===== src/rtl/core/hdc_pkg.sv =====
package hdc_pkg;

    localparam logic [7:0]  FLAG_BYTE  = 8'h7E;
    localparam logic [7:0]  ESC_BYTE   = 8'h7D;
    localparam logic [7:0]  ESC_XOR    = 8'h20;
    localparam logic [15:0] CRC_POLY   = 16'h1021;
    localparam logic [15:0] CRC_INIT   = 16'hFFFF;
    localparam logic [15:0] CRC_TOPBIT = 16'h8000;

    localparam logic [1:0]  ST_GOOD  = 2'd0;
    localparam logic [1:0]  ST_SHORT = 2'd1;
    localparam logic [1:0]  ST_BAD   = 2'd2;

    localparam logic [1:0]  HELD_NONE = 2'd0;
    localparam logic [1:0]  HELD_ONE  = 2'd1;
    localparam logic [1:0]  HELD_FULL = 2'd2;

    // One classified request handed from the front to the back.
    typedef struct packed {
        logic       is_data;
        logic [7:0] data;
        logic       last;
    } hdc_entry_t;

    // CRC-16, MSB first, one byte folded in over eight bit steps.
    function automatic logic [15:0] crc_byte(input logic [15:0] crc, input logic [7:0] b);
        logic [15:0] c;
        c = crc ^ {b, 8'h00};
        for (int i = 0; i < 8; i++) begin
            if ((c & CRC_TOPBIT) != 16'h0000) begin
                c = {c[14:0], 1'b0} ^ CRC_POLY;
            end else begin
                c = {c[14:0], 1'b0};
            end
        end
        return c;
    endfunction

endpackage


===== src/rtl/core/hdc_front.sv =====
module hdc_front (
    input  logic              aclk,
    input  logic              aresetn,
    input  logic              s_tvalid,
    output logic              s_tready,
    input  logic [7:0]        s_tdata,
    input  logic              s_tlast,
    input  logic              q_ready,
    output logic              q_push,
    output hdc_pkg::hdc_entry_t q_entry
);
    import hdc_pkg::*;

    logic esc_armed_reg;
    logic esc_armed_next;
    logic accept;
    logic is_flag;
    logic is_esc;
    logic is_data;

    assign s_tready = q_ready;
    assign accept   = s_tvalid && q_ready;
    assign is_flag  = (s_tdata == FLAG_BYTE);
    assign is_esc   = (s_tdata == ESC_BYTE);
    assign is_data  = !is_flag && !is_esc;

    // Flags and escapes that do not end a burst leave nothing for the back end.
    assign q_push          = accept && (is_data || s_tlast);
    assign q_entry.is_data = is_data;
    assign q_entry.data    = esc_armed_reg ? (s_tdata ^ ESC_XOR) : s_tdata;
    assign q_entry.last    = s_tlast;

    always_comb begin
        esc_armed_next = esc_armed_reg;
        if (accept) begin
            if (s_tlast) begin
                esc_armed_next = 1'b0;
            end else if (is_esc) begin
                esc_armed_next = 1'b1;
            end else if (is_data) begin
                esc_armed_next = 1'b0;
            end
        end
    end

    always_ff @(posedge aclk) begin
        if (!aresetn) begin
            esc_armed_reg <= 1'b0;
        end else begin
            esc_armed_reg <= esc_armed_next;
        end
    end

endmodule


===== src/rtl/core/hdc_queue.sv =====
module hdc_queue (
    input  logic                aclk,
    input  logic                aresetn,
    input  logic                push,
    input  hdc_pkg::hdc_entry_t push_entry,
    output logic                not_full,
    input  logic                pop,
    output logic                head_valid,
    output hdc_pkg::hdc_entry_t head_entry
);
    import hdc_pkg::*;

    hdc_entry_t slot_reg [2];
    logic       wr_ptr_reg;
    logic       rd_ptr_reg;
    logic [1:0] count_reg;
    logic [1:0] count_next;
    logic       do_pop;

    assign not_full   = (count_reg != 2'd2);
    assign head_valid = (count_reg != 2'd0);
    assign head_entry = slot_reg[rd_ptr_reg];
    assign do_pop     = pop && head_valid;

    always_comb begin
        count_next = count_reg;
        if (push && !do_pop) begin
            count_next = count_reg + 2'd1;
        end else if (!push && do_pop) begin
            count_next = count_reg - 2'd1;
        end
    end

    always_ff @(posedge aclk) begin
        if (push) begin
            slot_reg[wr_ptr_reg] <= push_entry;
        end
    end

    always_ff @(posedge aclk) begin
        if (!aresetn) begin
            wr_ptr_reg <= 1'b0;
            rd_ptr_reg <= 1'b0;
            count_reg  <= 2'd0;
        end else begin
            if (push) begin
                wr_ptr_reg <= !wr_ptr_reg;
            end
            if (do_pop) begin
                rd_ptr_reg <= !rd_ptr_reg;
            end
            count_reg <= count_next;
        end
    end

endmodule


===== src/rtl/core/hdc_back.sv =====
module hdc_back (
    input  logic                aclk,
    input  logic                aresetn,
    input  logic                head_valid,
    input  hdc_pkg::hdc_entry_t head_entry,
    output logic                pop,
    output logic                m_tvalid,
    input  logic                m_tready,
    output logic [15:0]         m_tdata,
    output logic                m_tlast,
    output logic [1:0]          m_tuser
);
    import hdc_pkg::*;

    logic [7:0]  hb0_reg, hb1_reg;
    logic [7:0]  hb0_next, hb1_next;
    logic [1:0]  held_reg, held_next;
    logic [15:0] crc_reg, crc_next;
    logic        out_valid_reg, out_valid_next;
    logic        out_emit_reg;
    logic [7:0]  out_byte_reg;
    logic        out_done_reg;
    logic [1:0]  out_status_reg;
    logic        emit;
    logic        produce;
    logic [1:0]  status;
    logic [1:0]  held_work;
    logic [15:0] crc_work;

    assign pop     = head_valid && (!out_valid_reg || m_tready);
    assign emit    = head_entry.is_data && (held_reg == HELD_FULL);
    assign produce = emit || head_entry.last;

    always_comb begin
        hb0_next  = hb0_reg;
        hb1_next  = hb1_reg;
        held_work = held_reg;
        crc_work  = crc_reg;
        status    = ST_GOOD;
        if (head_entry.is_data) begin
            unique case (held_reg)
                HELD_NONE: begin
                    hb0_next  = head_entry.data;
                    held_work = HELD_ONE;
                end
                HELD_ONE: begin
                    hb1_next  = head_entry.data;
                    held_work = HELD_FULL;
                end
                default: begin
                    crc_work = crc_byte(crc_reg, hb0_reg);
                    hb0_next = hb1_reg;
                    hb1_next = head_entry.data;
                end
            endcase
        end
        held_next = held_work;
        crc_next  = crc_work;
        if (head_entry.last) begin
            if (held_work != HELD_FULL) begin
                status = ST_SHORT;
            end else if ({hb0_next, hb1_next} == crc_work) begin
                status = ST_GOOD;
            end else begin
                status = ST_BAD;
            end
            held_next = HELD_NONE;
            crc_next  = CRC_INIT;
        end
    end

    always_comb begin
        out_valid_next = out_valid_reg;
        if (m_tready) begin
            out_valid_next = 1'b0;
        end
        if (pop && produce) begin
            out_valid_next = 1'b1;
        end
    end

    always_ff @(posedge aclk) begin
        if (pop) begin
            hb0_reg <= hb0_next;
            hb1_reg <= hb1_next;
        end
        if (pop && produce) begin
            out_emit_reg   <= emit;
            out_byte_reg   <= emit ? hb0_reg : 8'h00;
            out_done_reg   <= head_entry.last;
            out_status_reg <= status;
        end
    end

    always_ff @(posedge aclk) begin
        if (!aresetn) begin
            held_reg      <= HELD_NONE;
            crc_reg       <= CRC_INIT;
            out_valid_reg <= 1'b0;
        end else begin
            if (pop) begin
                held_reg <= held_next;
                crc_reg  <= crc_next;
            end
            out_valid_reg <= out_valid_next;
        end
    end

    assign m_tvalid = out_valid_reg;
    assign m_tdata  = {7'b0000000, out_byte_reg, out_emit_reg};
    assign m_tlast  = out_done_reg;
    assign m_tuser  = out_status_reg;

endmodule


===== src/rtl/core/hdlc_deframe_crc_check.sv =====
// HDLC deframer with CRC-16 check.
// Input stream: one received line byte per request in s_tdata, s_tlast set
// on the final byte of a burst. Flag bytes are dropped, escapes undone.
// Output stream: a request whenever a payload byte leaves the two-byte
// holdback, when a burst ends, or both. m_tdata[0] marks a valid payload
// byte in m_tdata[8:1]; m_tlast marks the end of the burst and m_tuser then
// carries the status (0 good, 1 fewer than two bytes, 2 CRC mismatch).
// Payload bytes are provisional until that status arrives.
// Path from input acceptance to the result on m_tvalid:
// the front end classifies and unstuffs into a two-entry queue, the back
// end updates holdback and CRC (eight-step unrolled update) into the output
// register. Throughput is one byte per cycle while m_tready is high.
// Reset clears escape, holdback count, CRC and both queue and output state;
// s_tready is high in the first cycle after reset.
// When m_tready is low the output register holds, the queue fills, and
// s_tready drops once both queue entries are taken.
module hdlc_deframe_crc_check (
    input  logic        aclk,
    input  logic        aresetn,
    input  logic        s_tvalid,
    output logic        s_tready,
    input  logic [7:0]  s_tdata,   // raw_byte
    input  logic        s_tlast,
    output logic        m_tvalid,
    input  logic        m_tready,
    output logic [15:0] m_tdata,   // byte_valid, payload_byte, zero fill
    output logic        m_tlast,
    output logic [1:0]  m_tuser    // frame_status
);
    import hdc_pkg::*;

    hdc_entry_t push_entry;
    hdc_entry_t head_entry;
    logic       push;
    logic       not_full;
    logic       pop;
    logic       head_valid;

    hdc_front u_front (
        .aclk     (aclk),
        .aresetn  (aresetn),
        .s_tvalid (s_tvalid),
        .s_tready (s_tready),
        .s_tdata  (s_tdata),
        .s_tlast  (s_tlast),
        .q_ready  (not_full),
        .q_push   (push),
        .q_entry  (push_entry)
    );

    hdc_queue u_queue (
        .aclk       (aclk),
        .aresetn    (aresetn),
        .push       (push),
        .push_entry (push_entry),
        .not_full   (not_full),
        .pop        (pop),
        .head_valid (head_valid),
        .head_entry (head_entry)
    );

    hdc_back u_back (
        .aclk       (aclk),
        .aresetn    (aresetn),
        .head_valid (head_valid),
        .head_entry (head_entry),
        .pop        (pop),
        .m_tvalid   (m_tvalid),
        .m_tready   (m_tready),
        .m_tdata    (m_tdata),
        .m_tlast    (m_tlast),
        .m_tuser    (m_tuser)
    );

    // A status other than good only comes with the end of a burst.
    a_status_only_at_end: assert property (@(posedge aclk) disable iff (!aresetn)
        (m_tvalid && !m_tlast) |-> (m_tuser == ST_GOOD))
        else $error("frame status set without burst end");

    // Every output request carries a byte or a burst end.
    a_no_empty_result: assert property (@(posedge aclk) disable iff (!aresetn)
        m_tvalid |-> (m_tdata[0] || m_tlast))
        else $error("empty output request");

    // Without a valid byte the payload field is zero.
    a_payload_zero: assert property (@(posedge aclk) disable iff (!aresetn)
        (m_tvalid && !m_tdata[0]) |-> (m_tdata[8:1] == 8'h00))
        else $error("payload set without byte_valid");

    // The queue is empty right after reset, so input is ready.
    a_ready_after_reset: assert property (@(posedge aclk)
        !aresetn |=> s_tready)
        else $error("input not ready after reset");

endmodule

===== config.mk =====
export PLATFORM = sky130hd
export DESIGN_NAME = hdlc_deframe_crc_check
export DESIGN_NICKNAME = d
export VERILOG_FILES = /design/src/rtl/core/hdc_pkg.sv /design/src/rtl/core/hdc_front.sv /design/src/rtl/core/hdc_queue.sv /design/src/rtl/core/hdc_back.sv /design/src/rtl/core/hdlc_deframe_crc_check.sv
export SDC_FILE = /design/constraint.sdc
export NUM_CORES = 1
export LEC_CHECK = 0
export ABC_AREA = 1
export BUFFER_PORTS_ARGS = -buffer_cell sky130_fd_sc_hd__buf_4
export CAP_MARGIN = 20
export CORE_MARGIN = 2
export CORE_UTILIZATION = 45
export DETAILED_ROUTE_END_ITERATION = 12
export GPL_TIMING_DRIVEN = 0
export SLEW_MARGIN = 0
export SYNTH_ARGS = -nofsm -noshare
export SYNTH_HDL_FRONTEND = slang
export SYNTH_SLANG_ARGS = --single-unit

===== constraint.sdc =====
create_clock -name aclk -period 2.63 [get_ports aclk]
set_input_delay 0 -clock aclk [delete_from_list [all_inputs] [get_ports aclk]]
set_output_delay 0 -clock aclk [all_outputs]
set_load 0.05 [all_outputs]

==> run metrics <==
status complete, no violations; Final Hold Violating Endpoints 0; number of buffer cells added on primary ports 25; initial core utilization 0.468; global route overflow 0; number of core rows 35; H-tree depth 3; Pwr Total 6530 uW; ratio of cells with drive above 1 in the final layout 0.147; critical path class flip-flop to flip-flop; portion of the clock cycle consumed by the worst path in the final layout 0.943; average cell area after synthesis 7.26 um2; Max Cap Violations 0; proportion of synthesized chip area in sequential cells 0.444; post-DR wirelength/cell 14.4 um; Final WS setup 151 ps; Worst Path Arrival 2590 ps; vertical die dimension 103 um; final count of negative-setup-slack endpoints 0; first-pass detailed-route iteration total 5; overall routing resource usage 0.235; number of distinct library cell variants in the gate-level netlist after synthesis 32; final routed wirelength across all metal layers 11.5 mm; CTS sink cnt 73; area added between synthesis and finish 17.5%; Final min period 2480 ps; clock-pin transition on the worst setup and hold timing paths 100 ps; endpoint class of the critical path flip-flop; number of vias per cell after detailed routing 4.97; GPL Wtd Cong 0.881; area of combinational cells with multiple inputs 1980 um2; clock tree skew after final layout 16.0 ps; Inserted Diodes 0; setup repair after global routing missed its margin no; clock tree from TritonCTS yes; total power per unit cell area 1270 nW/um2; Syn Inst Count 602; DP Worst Slack -20.4 ps; FF+latch area 1940 um2; WP data required 2740 ps; top-level I/O count 34; top achievable clock speed 403 MHz; count of final max-slew check failures 0; width of the die 103 um; CTS Buf Count 9; flop and latch count out of synthesis 73; remaining max-slew budget at the tightest pin 0.325; DRC violations left 0; library cell used as clock root buffer sky130_fd_sc_hd__clkbuf_8; total core area 9330 um2; transition time of the tightest slew-check pin 1010 ps; max FFs per register 20; first-pass GRT wire length 18.4 mm; Starting DRT DRC Count 323; layout net count 679; post-route antenna net violation count 0; utilization after layout 0.550; class of the most critical hold timing path input pin to flip-flop; Peak VDD IR 0.598 mV; total via count after detailed routing 3,951; number of filler cells placed in the layout 922; total standard cell area after synthesis 4370 um2; number of global-route vias before repair 3,646; maximum number of pins on one net before global-route repair 17; HPWL after detailed placement 8.37 mm; antenna violations before repair 0; YS warnings 0; area of the die 10,500 um2; type of origin of the critical path flip-flop; leakage power 0.00262 uW; clock latency reported for the late side of the worst-skew pair 360 ps; highest net fanout along the worst path 10; maximum count of clock buffers along a single path 2
metal layers:
layer / global-route usage / vias to the layer above / routed length (um)
li1: - / 2021 / -
met1: 0.333 / 1804 / 5400
met2: 0.379 / 116 / 5270
met3: 0.0285 / 10 / 708
met4: 0.0677 / 0 / 112
met5: 0 / - / 0
cell families (layout without fill, tap and decap cells):
logic type | after synthesis | after routing | share of synthesized area
other cells | 1 | 7 | 0.000858
fa+ha+maj | 5 | 5 | 0.0143
xor+xnor | 5 | 5 | 0.0100
buf+inv | 109 | 167 | 0.111
compound gates | 45 | 45 | 0.0581
flops | 73 | 73 | 0.444
simple gates | 364 | 364 | 0.361
what timing repair did:
action | 4_1_cts | 5_1_grt
setup endpoints to repair | 12 | 1
hold endpoints to repair | 20 | 0
setup buffers | 0 | 5
cloned | 0 | 0
pin swaps | 0 | 1
hold buffers | 10 | 0
resized for setup | 1 | 6
Yosys cell counts (all sizes together):
cell type | number | share of area
edfxtp | 48 | 0.33
ha | 5 | 0.014
nand4 | 8 | 0.011
nor2 | 47 | 0.057
a2bb2oi | 1 | 0.0020
xor2 | 4 | 0.0080
conb | 1 | 0.00086
buf | 20 | 0.034
nor3b | 1 | 0.0017
inv | 85 | 0.073
or2 | 1 | 0.0014
dfxtp | 25 | 0.11
o22ai | 10 | 0.014
nand3 | 67 | 0.078
nor3 | 1 | 0.0011
o21ai | 21 | 0.027
clkbuf | 4 | 0.0034
a21oi | 12 | 0.014
a31oi | 1 | 0.0014
nand2 | 239 | 0.21
xnor2 | 1 | 0.0020
through the flow:
| stage | hold slack, ps | TNS [ps] | cells | cell area (um2) |
|---|---|---|---|---|
| final | 112 | 0 | 795 | 5130 |
| after global routing | 127 | 0 | 795 | 5130 |
| after CTS | 119 | 0 | 790 | 5080 |
| after detailed placement | 198 | -237 | 764 | 4770 |
| after global placement | 196 | 0 | 762 | 4740 |
| after floorplan | 98.9 | 0 | 608 | 4390 |
power by group:
group | internal (uW) | switching [uW] | total (uW)
registers | 1670 | 175 | 1850
clock network | 431 | 517 | 948
logic | 1160 | 2580 | 3740
total | 3270 | 3270 | 6530
area by class of cell:
class                           instances  share of cell area
Timing Repair Buffer                   42              0.0685
Sequential cell                        73               0.379
Clock buffer                           10              0.0290
Inverter                               85              0.0622
Clock inverter                          6              0.0117
Buffer                                 24              0.0334
Multi-Input combinational cell        426               0.385
Tap cell                              129              0.0314
worst paths after layout:
| check | from | to | slack, ps | cells after the start |
|---|---|---|---|---|
| max | u_back.held_reg[1] | u_back.m_tuser[1] | 150 | 16 |
| min | aresetn | u_back.crc_reg[2] | 110 | 2 |
| min reg2reg | u_queue.rd_ptr_reg | flip-flop | 460 | 1 |
| max reg2reg | u_back.held_reg[1] | u_back.m_tuser[1] | 150 | 16 |
placed cells by master, fill, tap and decap left out, drive strengths merged:
cell type and count:
nand4 8, o22ai 10, dfxtp 25, xor2 4
a2bb2oi 1, ha 5, a21oi 12, nand2 239
o21ai 21, a31oi 1, nor3b 1, nor3 1
edfxtp 48, conb 7, buf 51, dlygate4sd3 10
nand3 67, inv 91, or2 1, xnor2 1
nor2 47, clkbuf 15
worst max-delay path, stage by stage, from the launching register on:
cell	delay, ps
sky130_fd_sc_hd__dfxtp_2	360
sky130_fd_sc_hd__inv_1	80
sky130_fd_sc_hd__ha_1	190
sky130_fd_sc_hd__buf_6	150
sky130_fd_sc_hd__nor2_8	150
sky130_fd_sc_hd__inv_2	80
sky130_fd_sc_hd__nor2_8	170
sky130_fd_sc_hd__buf_8	160
sky130_fd_sc_hd__nand3_2	110
sky130_fd_sc_hd__nand2_1	100
sky130_fd_sc_hd__nand2_1	50
sky130_fd_sc_hd__nand2_1	60
sky130_fd_sc_hd__nand2_1	60
sky130_fd_sc_hd__nor2_2	160
sky130_fd_sc_hd__nand3_1	120
sky130_fd_sc_hd__nor2_2	160
sky130_fd_sc_hd__nor2_1	50
(Power assumes the default switching activity.)
